## config.mk

```make
export PLATFORM = sky130hd
export DESIGN_NAME = cartridge_disk_controller_flat
export DESIGN_NICKNAME = d
export VERILOG_FILES = /design/src/hw/rtl/cdc_pkg.sv /design/src/hw/rtl/cdc_if.sv /design/src/hw/rtl/cdc_in_if.sv /design/src/hw/rtl/cdc_out_if.sv /design/src/hw/rtl/cdc_core.sv /design/src/hw/rtl/cdc_out_reg.sv /design/src/hw/rtl/cartridge_disk_controller.sv /design/src/flat_wrapper.sv
export SDC_FILE = /design/constraint.sdc
export NUM_CORES = 1
export LEC_CHECK = 0
export BUFFER_PORTS_ARGS = -buffer_cell sky130_fd_sc_hd__buf_2
export CORE_MARGIN = 2
export CORE_UTILIZATION = 47
export CTS_CLUSTER_SIZE = 28
export DETAILED_ROUTE_END_ITERATION = 7
export GPL_TIMING_DRIVEN = 0
export PLACE_DENSITY = 0.72
export SLEW_MARGIN = 20
export SYNTH_ARGS = -nofsm -noshare
export SYNTH_HDL_FRONTEND = slang
export SYNTH_SLANG_ARGS = --single-unit
```

## constraint.sdc

```tcl
create_clock -name clk -period 5.24 [get_ports clk]
set_input_delay 0.262 -clock clk [delete_from_list [all_inputs] [get_ports clk]]
set_output_delay 0.262 -clock clk [all_outputs]
set_load 0.02 [all_outputs]
```

## src/hw/rtl/cdc_pkg.sv

```systemverilog
// ----------------------------------------------------------------------------
// Cartridge disk controller package
// Geometry defaults, register codes, bit masks and the result and input item structures.
// ----------------------------------------------------------------------------
package cdc_pkg;

    localparam int CYLINDERS_DEF         = 203;
    localparam int SECTORS_PER_TRACK_DEF = 12;
    localparam int SECTOR_WORDS_DEF      = 256;

    typedef enum logic [1:0] {
        FN_READ   = 2'd0,
        FN_REG_WR = 2'd1,
        FN_STEP   = 2'd2,
        FN_NONE   = 2'd3
    } func_t;

    typedef enum logic [2:0] {
        RI_STATUS = 3'd0,
        RI_ERROR  = 3'd1,
        RI_CTRL   = 3'd2,
        RI_COUNT  = 3'd3,
        RI_ADDR   = 3'd4,
        RI_DADDR  = 3'd5,
        RI_BAD6   = 3'd6,
        RI_BAD7   = 3'd7
    } reg_idx_t;

    localparam logic [2:0] DF_RESET = 3'd0;
    localparam logic [2:0] DF_WRITE = 3'd1;
    localparam logic [2:0] DF_READ  = 3'd2;

    localparam logic [15:0] CS_GO    = 16'h0001;
    localparam logic [15:0] CS_IDE   = 16'h0040;
    localparam logic [15:0] CS_RDY   = 16'h0080;
    localparam logic [15:0] CS_HE    = 16'h4000;
    localparam logic [15:0] CS_ERR   = 16'h8000;
    localparam logic [15:0] CS_WMASK = 16'o017517;

    localparam logic [15:0] ER_NXS = 16'h0020;
    localparam logic [15:0] ER_NXC = 16'h0040;
    localparam logic [15:0] ER_NXD = 16'h0080;
    localparam logic [15:0] ER_NXM = 16'h0400;
    localparam logic [15:0] ER_OVR = 16'h4000;
    localparam logic [15:0] ER_DRE = 16'h8000;

    localparam logic [15:0] STATUS_FIXED = 16'h0880;

    typedef struct packed {
        logic [15:0] rdata;
        logic        bus_error;
        logic        irq;
        logic        ready_res;
        logic        moved;
        logic        is_write;
        logic [17:0] mem_addr;
        logic [20:0] disk_word;
        logic        sector_end;
    } result_t;

    typedef struct packed {
        logic [1:0]  func;
        logic [2:0]  reg_index;
        logic [15:0] wdata;
        logic        mem_ok;
        logic        disk_ok;
    } item_t;

endpackage

```

## src/hw/rtl/cdc_if.sv

```systemverilog
// ----------------------------------------------------------------------------
// Valid/ready channel
// Carries one payload word of width W with a source and a sink side.
// ----------------------------------------------------------------------------
interface cdc_if #(parameter int W = 1);
    logic         valid;
    logic         ready;
    logic [W-1:0] data;

    modport source (output valid, output data, input ready);
    modport sink (input valid, input data, output ready);
endinterface

```

## src/hw/rtl/cdc_in_if.sv

```systemverilog
// ----------------------------------------------------------------------------
// Input item channel
// Valid/ready channel with the named fields of one input word.
// ----------------------------------------------------------------------------
interface cdc_in_if;
    logic        valid;
    logic        ready;
    logic [1:0]  func;
    logic [2:0]  reg_index;
    logic [15:0] wdata;
    logic        mem_ok;
    logic        disk_ok;

    modport source (output valid, output func, output reg_index, output wdata,
                    output mem_ok, output disk_ok, input ready);
    modport sink (input valid, input func, input reg_index, input wdata,
                  input mem_ok, input disk_ok, output ready);
endinterface

```

## src/hw/rtl/cdc_out_if.sv

```systemverilog
// ----------------------------------------------------------------------------
// Result channel
// Valid/ready channel with the named fields of one result word.
// ----------------------------------------------------------------------------
interface cdc_out_if;
    logic        valid;
    logic        ready;
    logic [15:0] rdata;
    logic        bus_error;
    logic        irq;
    logic        ready_res;
    logic        moved;
    logic        is_write;
    logic [17:0] mem_addr;
    logic [20:0] disk_word;
    logic        sector_end;

    modport source (output valid, output rdata, output bus_error, output irq,
                    output ready_res, output moved, output is_write, output mem_addr,
                    output disk_word, output sector_end, input ready);
    modport sink (input valid, input rdata, input bus_error, input irq,
                  input ready_res, input moved, input is_write, input mem_addr,
                  input disk_word, input sector_end, output ready);
endinterface

```

## src/hw/rtl/cdc_core.sv

```systemverilog
// ----------------------------------------------------------------------------
// Controller register file and transfer sequencer
// Applies one accepted word per cycle to the register state and forms
// its result.
// ----------------------------------------------------------------------------
module cdc_core
    import cdc_pkg::*;
#(
    parameter int CYLINDERS         = CYLINDERS_DEF,
    parameter int SECTORS_PER_TRACK = SECTORS_PER_TRACK_DEF,
    parameter int SECTOR_WORDS      = SECTOR_WORDS_DEF
)
(
    input  logic    clk,
    input  logic    rst_n,
    input  logic    step,
    input  item_t   item,
    input  logic    pack_present,
    output result_t res
);

    localparam logic [7:0] CYL_LIM  = 8'(CYLINDERS);
    localparam logic [3:0] SEC_LIM  = 4'(SECTORS_PER_TRACK);
    localparam logic [8:0] WORD_LIM = 9'(SECTOR_WORDS);

    logic        rw_ready_reg, rw_ready_next;
    logic [15:0] err_reg, err_next;
    logic [15:0] ctrl_reg, ctrl_next;
    logic [15:0] wc_reg, wc_next;
    logic [17:0] ba_reg, ba_next;
    logic [17:0] wa_reg, wa_next;
    logic [2:0]  drv_reg, drv_next;
    logic [7:0]  cyl_reg, cyl_next;
    logic        head_reg, head_next;
    logic [3:0]  sec_reg, sec_next;
    logic [7:0]  wis_reg, wis_next;
    logic        busy_reg, busy_next;
    logic        wdir_reg, wdir_next;

    logic [2:0]  fn;
    logic        last;
    logic [15:0] wc_inc;
    logic [17:0] wa_inc;
    logic [3:0]  sec_inc;
    logic [20:0] track;
    logic        do_finish;
    logic        do_fail;
    logic [15:0] fail_bits;

    always_ff @(posedge clk or negedge rst_n)
    begin
        if (!rst_n)
        begin
            rw_ready_reg <= 1'b1;
            err_reg      <= '0;
            ctrl_reg     <= CS_RDY;
            wc_reg       <= '0;
            ba_reg       <= '0;
            wa_reg       <= '0;
            drv_reg      <= '0;
            cyl_reg      <= '0;
            head_reg     <= 1'b0;
            sec_reg      <= '0;
            wis_reg      <= '0;
            busy_reg     <= 1'b0;
            wdir_reg     <= 1'b0;
        end
        else if (step)
        begin
            rw_ready_reg <= rw_ready_next;
            err_reg      <= err_next;
            ctrl_reg     <= ctrl_next;
            wc_reg       <= wc_next;
            ba_reg       <= ba_next;
            wa_reg       <= wa_next;
            drv_reg      <= drv_next;
            cyl_reg      <= cyl_next;
            head_reg     <= head_next;
            sec_reg      <= sec_next;
            wis_reg      <= wis_next;
            busy_reg     <= busy_next;
            wdir_reg     <= wdir_next;
        end
    end

    assign wc_inc = wc_reg + 16'd1;
    assign wa_inc = wa_reg + 18'd2;
    assign sec_inc = sec_reg + 4'd1;
    assign last = ({1'b0, wis_reg} + 9'd1 >= WORD_LIM) || (wc_inc == 16'd0);
    assign track = 21'(({12'd0, cyl_reg, head_reg} * 21'(SECTORS_PER_TRACK)
                       + 21'(sec_reg)) * 21'(SECTOR_WORDS) + 21'(wis_reg));

    always_comb
    begin
        rw_ready_next = rw_ready_reg;
        err_next      = err_reg;
        ctrl_next     = ctrl_reg;
        wc_next       = wc_reg;
        ba_next       = ba_reg;
        wa_next       = wa_reg;
        drv_next      = drv_reg;
        cyl_next      = cyl_reg;
        head_next     = head_reg;
        sec_next      = sec_reg;
        wis_next      = wis_reg;
        busy_next     = busy_reg;
        wdir_next     = wdir_reg;
        res           = '0;
        do_finish     = 1'b0;
        do_fail       = 1'b0;
        fail_bits     = '0;
        fn            = item.wdata[3:1];

        if ((item.func == FN_READ || item.func == FN_REG_WR) && item.reg_index > RI_DADDR)
        begin
            res.bus_error = 1'b1;
        end
        else if (item.func == FN_READ)
        begin
            unique case (item.reg_index)
                RI_STATUS: res.rdata = STATUS_FIXED | {9'd0, rw_ready_reg, 2'd0, sec_reg};
                RI_ERROR:  res.rdata = err_reg;
                RI_CTRL:   res.rdata = ctrl_reg | {10'd0, ba_reg[17:16], 4'd0};
                RI_COUNT:  res.rdata = wc_reg;
                RI_ADDR:   res.rdata = ba_reg[15:0];
                default:   res.rdata = {drv_reg, cyl_reg, head_reg, sec_reg};
            endcase
        end
        else if (item.func == FN_REG_WR && !busy_reg)
        begin
            unique case (item.reg_index)
                RI_CTRL:
                begin
                    ba_next[17:16] = item.wdata[5:4];
                    ctrl_next = (ctrl_reg & ~CS_WMASK) | (item.wdata & CS_WMASK & ~CS_GO);
                    if (item.wdata[0])
                    begin
                        ctrl_next = ctrl_next & ~(CS_RDY | CS_ERR | CS_HE);
                        rw_ready_next = 1'b0;
                        err_next = '0;
                        if (fn == DF_RESET)
                        begin
                            rw_ready_next = 1'b1;
                            err_next  = '0;
                            ctrl_next = CS_RDY;
                            wc_next   = '0;
                            ba_next   = '0;
                            wa_next   = '0;
                            drv_next  = '0;
                            cyl_next  = '0;
                            head_next = 1'b0;
                            sec_next  = '0;
                            wdir_next = 1'b0;
                            do_finish = 1'b1;
                        end
                        else if (fn != DF_WRITE && fn != DF_READ)
                            do_finish = 1'b1;
                        else if (!pack_present)
                        begin
                            do_fail = 1'b1;
                            fail_bits = ER_DRE;
                        end
                        else if (drv_reg != 3'd0)
                        begin
                            do_fail = 1'b1;
                            fail_bits = ER_NXD;
                        end
                        else if (cyl_reg >= CYL_LIM)
                        begin
                            do_fail = 1'b1;
                            fail_bits = ER_NXC;
                        end
                        else if (sec_reg >= SEC_LIM)
                        begin
                            do_fail = 1'b1;
                            fail_bits = ER_NXS;
                        end
                        else if (wc_reg == 16'd0)
                            do_finish = 1'b1;
                        else
                        begin
                            busy_next = 1'b1;
                            wdir_next = (fn == DF_WRITE);
                            wa_next   = {item.wdata[5:4], ba_reg[15:0]};
                            wis_next  = '0;
                        end
                    end
                end
                RI_COUNT: wc_next = item.wdata;
                RI_ADDR:  ba_next[15:0] = item.wdata;
                RI_DADDR:
                begin
                    drv_next  = item.wdata[15:13];
                    cyl_next  = item.wdata[12:5];
                    head_next = item.wdata[4];
                    sec_next  = item.wdata[3:0];
                end
                default: ;
            endcase
        end
        else if (item.func == FN_STEP && busy_reg)
        begin
            if (wis_reg == 8'd0 && cyl_reg >= CYL_LIM)
            begin
                do_fail = 1'b1;
                fail_bits = ER_OVR;
            end
            else if (wis_reg == 8'd0 && !wdir_reg && !item.disk_ok)
            begin
                do_fail = 1'b1;
                fail_bits = ER_DRE;
            end
            else if (!item.mem_ok)
            begin
                do_fail = 1'b1;
                fail_bits = ER_NXM;
            end
            else
            begin
                res.moved     = 1'b1;
                res.is_write  = wdir_reg;
                res.mem_addr  = wa_reg;
                res.disk_word = track;
                wa_next = wa_inc;
                wc_next = wc_inc;
                if (!last)
                    wis_next = wis_reg + 8'd1;
                else
                begin
                    res.sector_end = 1'b1;
                    if (wdir_reg && !item.disk_ok)
                    begin
                        do_fail = 1'b1;
                        fail_bits = ER_DRE;
                    end
                    else
                    begin
                        ba_next  = wa_inc;
                        wis_next = '0;
                        if (sec_inc >= SEC_LIM)
                        begin
                            sec_next  = '0;
                            head_next = ~head_reg;
                            if (head_reg)
                                cyl_next = cyl_reg + 8'd1;
                        end
                        else
                            sec_next = sec_inc;
                        if (wc_inc == 16'd0)
                            do_finish = 1'b1;
                    end
                end
            end
        end

        if (do_fail)
        begin
            err_next  = err_next | fail_bits;
            ctrl_next = ctrl_next | CS_ERR | CS_HE;
        end
        if (do_fail || do_finish)
        begin
            rw_ready_next = 1'b1;
            ctrl_next = ctrl_next | CS_RDY;
            busy_next = 1'b0;
            wis_next  = '0;
            res.irq   = |(ctrl_next & CS_IDE);
        end
        res.ready_res = |(ctrl_next & CS_RDY);
    end

endmodule

```

## src/hw/rtl/cdc_out_reg.sv

```systemverilog
// ----------------------------------------------------------------------------
// Result skid register
// Two-entry output buffer so the input side can take one more result while a
// result waits to be taken.
// ----------------------------------------------------------------------------
module cdc_out_reg
    import cdc_pkg::*;
(
    input  logic    clk,
    input  logic    rst_n,
    input  logic    in_valid,
    output logic    in_ready,
    input  result_t in_data,
    output logic    out_valid,
    input  logic    out_ready,
    output result_t out_data
);

    result_t main_reg;
    result_t skid_reg;
    logic    main_vld_reg;
    logic    skid_vld_reg;

    assign in_ready  = !skid_vld_reg;
    assign out_valid = main_vld_reg;
    assign out_data  = main_reg;

    always_ff @(posedge clk or negedge rst_n)
    begin
        if (!rst_n)
        begin
            main_vld_reg <= 1'b0;
            skid_vld_reg <= 1'b0;
        end
        else
        begin
            if (!main_vld_reg || out_ready)
            begin
                main_vld_reg <= skid_vld_reg || in_valid;
                skid_vld_reg <= 1'b0;
            end
            else if (in_valid && !skid_vld_reg)
                skid_vld_reg <= 1'b1;
        end
    end

    always_ff @(posedge clk)
    begin
        if (!main_vld_reg || out_ready)
            main_reg <= skid_vld_reg ? skid_reg : in_data;
        else if (in_valid && !skid_vld_reg)
            skid_reg <= in_data;
    end

endmodule

```

## src/hw/rtl/cartridge_disk_controller.sv

```systemverilog
// A result is registered in the result buffer's main register, or first in its skid
// register while the main one is held, before it is offered. Throughput: one word per
// cycle while the skid register is free; the register update is one pass of logic.
// A two-entry result buffer takes one more word in while a result is held.
// Reset (rst_n low) clears the state: ready set, control 0x80, pack present set.
module cartridge_disk_controller
    import cdc_pkg::*;
#(
    parameter int CYLINDERS         = CYLINDERS_DEF,
    parameter int SECTORS_PER_TRACK = SECTORS_PER_TRACK_DEF,
    parameter int SECTOR_WORDS      = SECTOR_WORDS_DEF
)
(
    input logic  clk,
    input logic  rst_n,
    cdc_in_if.sink   in_ch,
    cdc_out_if.source out_ch,
    cdc_if.sink      cfg
);

    logic    pack_reg;
    logic    step;
    item_t   item;
    result_t res;
    result_t res_out;

    assign cfg.ready = 1'b1;

    always_ff @(posedge clk or negedge rst_n)
    begin
        if (!rst_n)
            pack_reg <= 1'b1;
        else if (cfg.valid)
            pack_reg <= cfg.data[0];
    end

    assign step = in_ch.valid && in_ch.ready;
    assign item = '{func: in_ch.func, reg_index: in_ch.reg_index, wdata: in_ch.wdata,
                    mem_ok: in_ch.mem_ok, disk_ok: in_ch.disk_ok};

    cdc_core #(
        .CYLINDERS(CYLINDERS),
        .SECTORS_PER_TRACK(SECTORS_PER_TRACK),
        .SECTOR_WORDS(SECTOR_WORDS)
    ) u_core (
        .clk(clk),
        .rst_n(rst_n),
        .step(step),
        .item(item),
        .pack_present(pack_reg),
        .res(res)
    );

    cdc_out_reg u_out (
        .clk(clk),
        .rst_n(rst_n),
        .in_valid(step),
        .in_ready(in_ch.ready),
        .in_data(res),
        .out_valid(out_ch.valid),
        .out_ready(out_ch.ready),
        .out_data(res_out)
    );

    assign out_ch.rdata      = res_out.rdata;
    assign out_ch.bus_error  = res_out.bus_error;
    assign out_ch.irq        = res_out.irq;
    assign out_ch.ready_res  = res_out.ready_res;
    assign out_ch.moved      = res_out.moved;
    assign out_ch.is_write   = res_out.is_write;
    assign out_ch.mem_addr   = res_out.mem_addr;
    assign out_ch.disk_word  = res_out.disk_word;
    assign out_ch.sector_end = res_out.sector_end;

endmodule

```

## src/flat_wrapper.sv

```systemverilog
// flat-port wrapper written by rule: the top's interface ports become plain ports
module cartridge_disk_controller_flat import cdc_pkg::*;
#(
    parameter int CYLINDERS         = CYLINDERS_DEF,
    parameter int SECTORS_PER_TRACK = SECTORS_PER_TRACK_DEF,
    parameter int SECTOR_WORDS      = SECTOR_WORDS_DEF
)
  (clk, rst_n, in_ch_valid, in_ch_func, in_ch_reg_index, in_ch_wdata, in_ch_mem_ok, in_ch_disk_ok, in_ch_ready, out_ch_valid, out_ch_rdata, out_ch_bus_error, out_ch_irq, out_ch_ready_res, out_ch_moved, out_ch_is_write, out_ch_mem_addr, out_ch_disk_word, out_ch_sector_end, out_ch_ready, cfg_valid, cfg_data, cfg_ready);
  cdc_in_if in_ch_i ();
  cdc_out_if out_ch_i ();
  cdc_if cfg_i ();
  input logic clk;
  input logic rst_n;
  input wire logic [$bits(in_ch_i.valid)-1:0] in_ch_valid;
  input wire logic [$bits(in_ch_i.func)-1:0] in_ch_func;
  input wire logic [$bits(in_ch_i.reg_index)-1:0] in_ch_reg_index;
  input wire logic [$bits(in_ch_i.wdata)-1:0] in_ch_wdata;
  input wire logic [$bits(in_ch_i.mem_ok)-1:0] in_ch_mem_ok;
  input wire logic [$bits(in_ch_i.disk_ok)-1:0] in_ch_disk_ok;
  output wire logic [$bits(in_ch_i.ready)-1:0] in_ch_ready;
  output wire logic [$bits(out_ch_i.valid)-1:0] out_ch_valid;
  output wire logic [$bits(out_ch_i.rdata)-1:0] out_ch_rdata;
  output wire logic [$bits(out_ch_i.bus_error)-1:0] out_ch_bus_error;
  output wire logic [$bits(out_ch_i.irq)-1:0] out_ch_irq;
  output wire logic [$bits(out_ch_i.ready_res)-1:0] out_ch_ready_res;
  output wire logic [$bits(out_ch_i.moved)-1:0] out_ch_moved;
  output wire logic [$bits(out_ch_i.is_write)-1:0] out_ch_is_write;
  output wire logic [$bits(out_ch_i.mem_addr)-1:0] out_ch_mem_addr;
  output wire logic [$bits(out_ch_i.disk_word)-1:0] out_ch_disk_word;
  output wire logic [$bits(out_ch_i.sector_end)-1:0] out_ch_sector_end;
  input wire logic [$bits(out_ch_i.ready)-1:0] out_ch_ready;
  input wire logic [$bits(cfg_i.valid)-1:0] cfg_valid;
  input wire logic [$bits(cfg_i.data)-1:0] cfg_data;
  output wire logic [$bits(cfg_i.ready)-1:0] cfg_ready;
  assign in_ch_i.valid = in_ch_valid;
  assign in_ch_i.func = in_ch_func;
  assign in_ch_i.reg_index = in_ch_reg_index;
  assign in_ch_i.wdata = in_ch_wdata;
  assign in_ch_i.mem_ok = in_ch_mem_ok;
  assign in_ch_i.disk_ok = in_ch_disk_ok;
  assign in_ch_ready = in_ch_i.ready;
  assign out_ch_valid = out_ch_i.valid;
  assign out_ch_rdata = out_ch_i.rdata;
  assign out_ch_bus_error = out_ch_i.bus_error;
  assign out_ch_irq = out_ch_i.irq;
  assign out_ch_ready_res = out_ch_i.ready_res;
  assign out_ch_moved = out_ch_i.moved;
  assign out_ch_is_write = out_ch_i.is_write;
  assign out_ch_mem_addr = out_ch_i.mem_addr;
  assign out_ch_disk_word = out_ch_i.disk_word;
  assign out_ch_sector_end = out_ch_i.sector_end;
  assign out_ch_i.ready = out_ch_ready;
  assign cfg_i.valid = cfg_valid;
  assign cfg_i.data = cfg_data;
  assign cfg_ready = cfg_i.ready;
  cartridge_disk_controller #(.CYLINDERS(CYLINDERS), .SECTORS_PER_TRACK(SECTORS_PER_TRACK), .SECTOR_WORDS(SECTOR_WORDS)) u_core (.clk(clk), .rst_n(rst_n), .in_ch(in_ch_i), .out_ch(out_ch_i), .cfg(cfg_i));
endmodule
```

==> flow_metrics.env <==
export IMPL_crit_arrival_ps=4280
export IMPL_grt_usage_pct=26.6
export IMPL_status="completed"
export IMPL_ctsResizeCount=0
export IMPL_drt_iter0_drc=1076
export IMPL_cts_sinks=221
export IMPL_final_cells=1674
export IMPL_synth_nets=1257
export IMPL_crit_type="reg -> reg"
export IMPL_ys_ff_latch=221
export IMPL_synth_top_area_share_pct=30.7
export IMPL_std_cell_rows=58
export IMPL_clk_latency_ps=520
export IMPL_dieWidth_um=163
export IMPL_num_vias=10100
export IMPL_required_ps=5690
export IMPL_drc=0
export IMPL_min_delay_path_class="in -> reg"
export IMPL_dieArea_um2=26700
export IMPL_clock_fmax_mhz=261
export IMPL_synth_area_per_cell_um2=9.91
export IMPL_maxCapViolCount=0
export IMPL_die_y_um=163
export IMPL_top_layer_used="met4"
export IMPL_cp_common_cell="a21oi_1"
export IMPL_leakagePower_nw=5.56
export IMPL_routed_via_density=6.05
export IMPL_synth_edf_count=122
export IMPL_drive_gt1_share_pct=16.4
export IMPL_cts_tree="done"
export IMPL_post_route_period_util_pct=73.2
export IMPL_worstMarginPinSlew_ps=1080
export IMPL_hold_viol_final=0
export IMPL_synth_compound_area_share_pct=17.2
export IMPL_startpoint_type="flip-flop"
export IMPL_synth_top_family_by_area="compound AO/OA/AOI/OAI gates"
export IMPL_synth_area_leaders="edfxtp_1 (31%), dfrtp_1 (20%), a21oi_1 (4.7%)"
export IMPL_regArea_um2=6140
export IMPL_port_buffer_count=86
export IMPL_met3_length_um=3120
export IMPL_htreeDepth=1
export IMPL_synth_area_um2=11900
export IMPL_multi_input_area_um2=5380
export IMPL_final_setup_skew_ps=10.6
export IMPL_min_delay_start="in_ch_mem_ok"
export IMPL_ios=93
export IMPL_area_growth_pct=15.7
export IMPL_crit_chain="ha_1 -> nand4_2 -> or4_1 -> xor2_1 -> o21ai_1 -> nor4_2 -> o21ai_0 -> a21oi_1 -> clkbuf_1 -> nor2_1 -> a21oi_1"
export IMPL_cp_top_family="simple AND/OR/NAND/NOR gates"
export IMPL_antenna_found_initial=0
export IMPL_fin_crit_ps=3840
export IMPL_fin_tns_setup_ps=0
export IMPL_worstPathMaxFanout=10
export IMPL_synthSimpleGateAreaFrac_pct=17.2
export IMPL_root_buffer="clkbuf_16"
export IMPL_setup_viol=0
export IMPL_muxShareOfSynthArea_pct=5.04
export IMPL_drt_wirelength_per_cell_um=21.3
export IMPL_initial_core_util_pct=47.7
export IMPL_wl_met1_um=15700
export IMPL_gp_congestion=0.970
export IMPL_r2r_setup_slack_ps=1400
export IMPL_grt_overflow=0
export IMPL_clockBufferDepth=3
export IMPL_layout_nets=1378
export IMPL_synth_main_ff_cell="edfxtp_1"
export IMPL_synthCells=1205
export IMPL_async_reset_ff_share_pct=44.8
export IMPL_synth_xor_area_share_pct=2.79
export IMPL_r2r_start="u_core.u_core.wc_reg[0]$_DFFE_PN0P_"
export IMPL_synth_fa_ha_area_share_pct=2.53
export IMPL_grt_first_pass_wirelength_um=54300
export IMPL_p_total_mw=4.79
export IMPL_cp_buffers_inverters=1
export IMPL_clkSlewWorstSetupHoldPaths_ps=60
export IMPL_yosysSeqAreaShare_pct=51.4
export IMPL_grt_max_degree=77
export IMPL_slowest_delay_ps=550
export IMPL_grt_pass1_vias=9481
export IMPL_ir_drop_v=0.000200
export IMPL_rsz0062_at_grt="false"
export IMPL_cp_slowest_cell="nor4_2"
export IMPL_critPathCaptureType="flip-flop"
export IMPL_synth_cell_types=78
export IMPL_critPathLaunch="u_core.u_core.wc_reg[0]$_DFFE_PN0P_"
export IMPL_antenna_left=0
export IMPL_relSlewSlack_pct=27.9
export IMPL_wirelength_um=35600
export IMPL_placedCellCount=1625
export IMPL_core_area_um2=25000
export IMPL_drv_slew=0
export IMPL_yosys_area_top_type="edfxtp_1"
export IMPL_hpwl_um=26300
export IMPL_met2_length_um=15600
export IMPL_p_per_area_nw_per_um2=347
export IMPL_first_pass_iters=5
export IMPL_n_antenna_cell=0
export IMPL_yosys_warnings=0
export IMPL_nFillCells=2220
export IMPL_numCtsBuffers=24
==> through the flow <==
stage / area (um^2) / hold WS (ps) / setup slack, ps / util [%]
after CTS: 13800 / 6.22 / 1000 / 55.2
after detailed placement: 12900 / 143 / 1040 / 51.6
after global placement: 12800 / 467 / -1600 / 51.1
after global routing: 13800 / 28.2 / 1260 / 55.2
final: 13800 / 18.4 / 1400 / 55.2
after floorplan: 11900 / -33.6 / 115 / -
==> logic make-up after synthesis <==
group	Yosys count
other	1
AND/OR/NAND/NOR	429
multiplexers	54
AO/OA/AOI/OAI	328
buffers and inverters	111
flip-flops	221
adder cells (fa/ha/maj)	23
XOR/XNOR	38
==> path summary, 6_finish.rpt <==
kind                                                              end  depth (start not counted)
min in group asynchronous         u_core.u_core.wc_reg[7]$_DFFE_PN0P_                          2
worst max-delay path              u_core.u_core.ba_reg[3]$_DFFE_PN0P_                         11
worst min register to register   u_core.u_core.err_reg[6]$_DFFE_PN0P_                          2
worst max register to register    u_core.u_core.ba_reg[3]$_DFFE_PN0P_                         11
max in group asynchronous                 u_core.pack_reg$_DFFE_PN1P_                          3
worst min-delay path            u_core.u_core.err_reg[10]$_DFFE_PN0P_                          2
==> where the power goes <==
group          leakage [nW]  internal (mW)  total, mW  switching [mW]
clock network         0.420           1.12       1.83           0.708
logic                  2.63          0.284      0.813           0.529
registers              2.51           2.02       2.15           0.130
==> timing repair <==
action,in CTS,in global routing
setup buffers,0,0
hold endpoints to repair,98,0
hold buffers,4,0
==> synth_stat cells (4+ instances only) <==
library cell,count
buf_1,12
inv_1,31
nor3b_1,5
clkbuf_1,52
o31ai_1,30
a21oi_1,111
mux2i_1,5
nand2b_1,13
edfxtp_1,122
and2_1,33
o211ai_1,6
xnor2_1,20
nand3_1,32
o21ai_1,6
nor4_1,5
buf_2,6
and3_1,25
nor2_1,123
a211oi_1,5
nor3_1,21
o21ai_0,83
a22o_1,4
nand4_1,8
ha_1,21
xor2_1,18
or3_1,4
a221o_1,4
a32o_1,4
mux2_2,49
nand2_1,132
dfrtp_1,96
a31oi_1,13
a22oi_1,10
o22ai_1,5
o21bai_1,7
a221oi_1,8
buf_4,5
nor2b_1,8
==> per-layer routing <==
metal | vias up | GRT usage [%]
met5 | - | 0
met4 | 0 | 8.65
met3 | 72 | 5.71
met2 | 440 | 39.8
met1 | 4979 | 38.6
li1 | 4629 | -
==> layout make-up <==
type,instances,area share [%]
Sequential cell,221,44.5
Multi-Input combinational cell,873,38.9
Clock buffer,33,5.03
Timing Repair Buffer,95,4.17
Tap cell,330,2.99
Buffer,78,2.38
Clock inverter,11,1.16
Inverter,33,0.896
==> cell usage in the layout, fill, tap and decap left out, types with 25 or more instances in the layout <==
| master | instances |
|---|---|
| nand3_1 | 32 |
| edfxtp_1 | 122 |
| clkbuf_16 | 25 |
| o31ai_1 | 30 |
| buf_2 | 92 |
| mux2_2 | 49 |
| clkbuf_1 | 56 |
| nor2_1 | 122 |
| o21ai_0 | 83 |
| a21oi_1 | 111 |
| and2_1 | 33 |
| dfrtp_1 | 96 |
| and3_1 | 25 |
| inv_1 | 31 |
| nand2_1 | 132 |
No activity file was read; power rests on OpenSTA's default activity.
